## src/design/fmdsb_pkg.sv

```systemverilog
// shared types and helpers for the four-mic delay-and-sum beamformer
package fmdsb_pkg;

   localparam int MICS      = 4;
   localparam int SAMPLE_W  = 32;
   localparam int GAIN_W    = 17;
   localparam int DELAY_W   = 14;
   localparam int CSR_IDX_W = 3;
   localparam int CSR_DATA_W = 17;
   localparam int GAIN_SHIFT = 15;
   localparam int ALPHA_SHIFT = 31;
   // delay line geometry, tied to the delay register width
   localparam int LINE_LENGTH   = 64;
   localparam int FRACTION_BITS = 8;

   typedef logic signed [SAMPLE_W-1:0] sample_type;
   typedef logic signed [GAIN_W-1:0]   gain_type;
   typedef logic [DELAY_W-1:0]         delay_type;

   typedef struct packed {
      sample_type mic0_sample;
      sample_type mic1_sample;
      sample_type mic2_sample;
      sample_type mic3_sample;
   } req_payload_type;

   typedef struct packed {
      sample_type beam_sample;
   } rsp_payload_type;

   // saturate a 64-bit signed value to 32 bits
   function automatic sample_type sat32(input logic signed [63:0] v);
      logic signed [63:0] hi;
      logic signed [63:0] lo;
      hi = 64'sd2147483647;
      lo = -64'sd2147483648;
      if (v > hi) return sample_type'(hi);
      if (v < lo) return sample_type'(lo);
      return v[SAMPLE_W-1:0];
   endfunction

endpackage

```

## src/design/fmdsb_mac.sv

```systemverilog
// shared signed multiply with half-away rounding shift, registered
module fmdsb_mac (
   input  logic               clock,
   input  logic signed [32:0] op_a,
   input  logic signed [32:0] op_b,
   input  logic [4:0]         shift,
   output logic signed [63:0] prod_ff,
   output logic signed [63:0] result
);
   import fmdsb_pkg::*;
   logic [63:0] mag;
   logic [63:0] rnd;
   logic [63:0] sh;

   always_ff @(posedge clock) begin
      prod_ff <= 64'(op_a * op_b);
   end

   // round half away from zero on the registered product
   always_comb begin
      mag = prod_ff[63] ? 64'(-prod_ff) : 64'(prod_ff);
      rnd = 64'(1) << (shift - 5'd1);
      sh  = (mag + rnd) >> shift;
      result = prod_ff[63] ? -$signed(sh) : $signed(sh);
   end
endmodule

```

## config.mk

```make
export PLATFORM = sky130hd
export DESIGN_NAME = fmdsb_mac
export DESIGN_NICKNAME = d
export VERILOG_FILES = /design/src/design/fmdsb_pkg.sv /design/src/design/fmdsb_mac.sv
export SDC_FILE = /design/constraint.sdc
export NUM_CORES = 2
export LEC_CHECK = 0
export BUFFER_PORTS_ARGS = -buffer_cell sky130_fd_sc_hd__buf_2
export CAP_MARGIN = 20
export CORE_UTILIZATION = 40
export DETAILED_ROUTE_END_ITERATION = 16
export SLEW_MARGIN = 15
export SYNTH_ARGS = -nofsm -noshare
export SYNTH_HDL_FRONTEND = slang
export SYNTH_SLANG_ARGS = --single-unit
```

## constraint.sdc

```tcl
create_clock -name clock -period 28.1 [get_ports clock]
set_input_delay 4.215 -clock clock [delete_from_list [all_inputs] [get_ports clock]]
set_output_delay 4.215 -clock clock [all_outputs]
set_load 0.03 [all_outputs]
```

---- Word-level counts from Yosys, hierarchy flattened ----
Index checks and enable logic that the tools add are counted.
storage, ports and cells
  output and inout bits ................... 128
  input bits .............................. 72
  register bits after elaboration ......... 64
  word-level logic and storage cells ...... 10
operators by class
  multipliers ............................. 1
  $add $sub $neg .......................... 4
  muxes and demuxes ....................... 2
  shift operators ......................... 2
operator list
  cell                    number
  $mux W64                2
  $neg A64 Y64            2
  $add A64 B64 Y64        1
  $mul A33 B33 Y64        1
  $shl A1 B5 Y64 const A  1
  $shr A64 B5 Y64         1
  $sub A5 B1 Y5 const B   1

---- Logic depth before layout (Yosys ltp) ----
  depth after elaboration ................. 6
  depth in mapped cells ................... 36
  mapped depth without buffers ............ 35

---- Worst setup path before layout ----
OpenSTA, ideal clock, no wires.
  path kind ............................... input to output
  from .................................... input port shift[4]
  to ...................................... output port result[56]
  slack ................................... 11.258 ns
  data required time ...................... 23.885 ns
  data arrival time ....................... 12.627 ns
  stages .................................. 31
  path buffers ............................ 11
  path through ............................ clkbuf_1 -> clkbuf_1 -> buf_1 -> clkbuf_1 -> buf_1 -> buf_1 -> clkbuf_1 -> nor3_1 -> ha_1 -> clkbuf_1 -> a21oi_1 -> nand2b_1 -> and4b_1 -> o21ba_2 -> clkbuf_1 -> a21o_1 -> buf_1 -> a21oi_1 -> nand4_1 -> buf_2 -> nor3_2 -> nor3_1 -> a211oi_2 -> mux2i_1 -> mux4_2 -> o21bai_1 -> o21bai_1 -> or4b_4 -> or4_4 -> o41ai_2 -> xor2_1
between the ends
  word-level cells in the longest chain between the ends .. 6
RTL lines
  element              line             text
  from (decl)          fmdsb_mac.sv:6   input logic [4:0] shift,
  $sub A5 B1 Y5        fmdsb_mac.sv:22  rnd = 64'(1) << (shift - 5'd1);
  $shl A1 B5 Y64       fmdsb_mac.sv:22
  $add A64 B64 Y64     fmdsb_mac.sv:23  sh = (mag + rnd) >> shift;
  $shr A64 B5 Y64 (*)  fmdsb_mac.sv:23
  $neg A64 Y64         fmdsb_mac.sv:24  result = prod_ff[63] ? -$signed(sh) : $signed(sh);
  $mux W64 (*)         fmdsb_mac.sv:24
  to (decl)            fmdsb_mac.sv:8   output logic signed [63:0] result
Every way passes the cells marked *; elsewhere a longest branch is shown, timed or not.

---- Worst setup path in the final report ----
  from .................................... input port shift[0]
  to ...................................... output port result[56]
The elaborated chain is that of the path after synthesis.

==> flow_summary.ini <==
[sta]
finalSetupViolCount = 0
hold_ws_ns = 4.49
hold_viol_final = 0
fmax_mhz = 54.3
setup-tns-final_ns = 0
tightest_slew_ns = 1.16
finalCriticalPeriod_ns = 18.40
slew_viol_final = 0
rsz0062_at_grt = false
slew_headroom_pct = 20.4
period_share_pct = 65.5

[grt]
grt_remaining_overflow = 0
grt_pass1_vias = 45300
grt_pass1_wl_microns = 287000
grt_max_degree = 86
antenna_found_initial = 6
track_usage_pct = 29.1

[setup_path]
worstPathArrival_ns = 14.19
required_ns = 23.89
cp_common_cell = buf_4
critPathKind = input port to primary output
cp_max_fo = 55
end_kind = primary output
critPathMaxStageDelay_ns = 0.90
critPathLaunchType = input port
crit_slowest_cell = nor4_1

[routing]
drt_iter0_markers = 3760
routed_via_density = 5.70
firstDrtPassIters = 6
totalWireLength_microns = 189000
num_vias = 43400
wire_per_inst_microns = 24.8
drc_errors = 0
postRouteAntennaNets = 0

[final_layout]
largest_reg_flops = 64
drive_gt1_share_pct = 6.56
top_regs = prod_ff (64)
finalCoreUtilization_pct = 42.3
syn_to_final_growth_pct = 4.94
top_register = prod_ff
nNetsFinal = 7382
fill_cells = 12800

[synth]
yosysTopAreaCellShare_pct = 43.9
yosys-top-cells-area = fa_1 44%, inv_1 8.1%, and2_1 6.5%
synth_cell_type_count = 103
synth_nets = 7448
async_flop_share_pct = 0
ys_ff_latch = 64
synth_edf_count = 0
ys_top_cells_by_count = 1126 x fa_1, 1113 x inv_1, 749 x nand2_1
syn-mean-instance-area_sq_um = 8.56
synthCells = 6004
synthMostInstantiatedCell = fa_1
yosys_warnings = 0
synth_flop_cell = dfxtp_1
yosysTopAreaCell = fa_1
netlist_area_sq_mm = 0.0514
yosysSeqAreaShare_pct = 2.49

[die]
placementRows = 131
io_pins = 200
die_y_microns = 360
fp.dieArea_sq_mm = 0.130
die-width_microns = 360
coreArea_sq_mm = 0.128
initial_utilization_pct = 40.3

[hold_path]
hold_class = input port to flip-flop

[placement]
dp_hpwl_microns = 147000
portBuffers = 199
place_congestion = 1.01

[clock_network]
clkTransAtPathRegs_ns = 0.06
clock_sinks = 64
htree_levels = 3
root_buffer = clkbuf_16
clockBufferDepth = 2
cts_resized = 0
hold_buffers = 0
post-cts-setup-buffers = 0
cts_buffers = 9
cts_tree = done

[run]
cap_violations = 0

[run_status]
status = finished clean
routing by layer:
| metal | global-route usage, % | wire (microns) | vias up |
|---|---|---|---|
| li1 | - | - | 18800 |
| met1 | 39.7 | 81300 | 22400 |
| met2 | 47.7 | 87800 | 1923 |
| met3 | 4.38 | 13600 | 320 |
| met4 | 8.67 | 5990 | 6 |
| met5 | 0 | 43 | - |
final cells by class:
type | count | area, sq um | area share [%]
antenna | 3 | 7.51 | 0.0139
clock buffer | 10 | 229 | 0.425
clock inverter | 6 | 36.3 | 0.0673
inverter | 1116 | 4190 | 7.77
multi-input combinational | 4486 | 44600 | 82.8
sequential | 64 | 1280 | 2.38
tap | 1662 | 2080 | 3.86
timing repair buffer | 261 | 1460 | 2.71
final timing paths:
kind / cells past startpoint / endpoint / start / slack (ns)
worst max-delay path: 28 / result[56] / shift[0] / 9.70
worst min-delay path: 2 / prod_ff[0] / op_b[0] / 4.49
per-stage QoR:
step                cell area (sq um)  worst slack [ns]  cells
global route                    53900              9.21   7606
global placement                53700              9.88   7589
detailed placement              53700              9.86   7589
floorplan                       51400             11.26   6004
CTS                             53900              9.86   7605
finish                          53900              9.70   7608
logic make-up (layout without fill, tap and decap cells):
logic type / after synthesis / after routing / synth area share (%)
flops: 64 / 64 / 2.49
compound gates: 792 / 792 / 10.8
buf+inv: 1454 / 1393 / 10.6
simple gates: 1977 / 1977 / 19.5
fa+ha+maj: 1372 / 1372 / 49.9
mux: 95 / 95 / 2.36
other cells: 0 / 3 / 0
xor+xnor: 250 / 250 / 4.28
critical path, delay by kind of cell:
kind	cells	cell delay, ns
simple gates	9	4.25
compound gates	9	2.80
buf+inv	6	1.77
mux	2	0.52
fa+ha+maj	1	0.32
xor+xnor	1	0.18
cells in the final DEF, fill, tap and decap left out, types with 45 or more instances in the layout:
cell type,Yosys,routed
a21oi_1,156,156
a21o_1,55,55
ha_1,246,246
inv_1,1113,1112
mux2i_1,57,57
and2_1,534,534
nand2_1,749,749
nor2_1,216,215
buf_4,2,62
dfxtp_1,64,63
nand3_1,71,71
xnor2_1,180,180
o211ai_1,45,45
o21ai_0,138,137
nor3_1,60,60
buf_2,6,199
fa_1,1126,1126
nand4_1,55,55
xor2_1,69,69
Power is left out: the tool's default activity adds up to more than one toggle a clock period on the data nets, which glitch-free logic cannot reach.
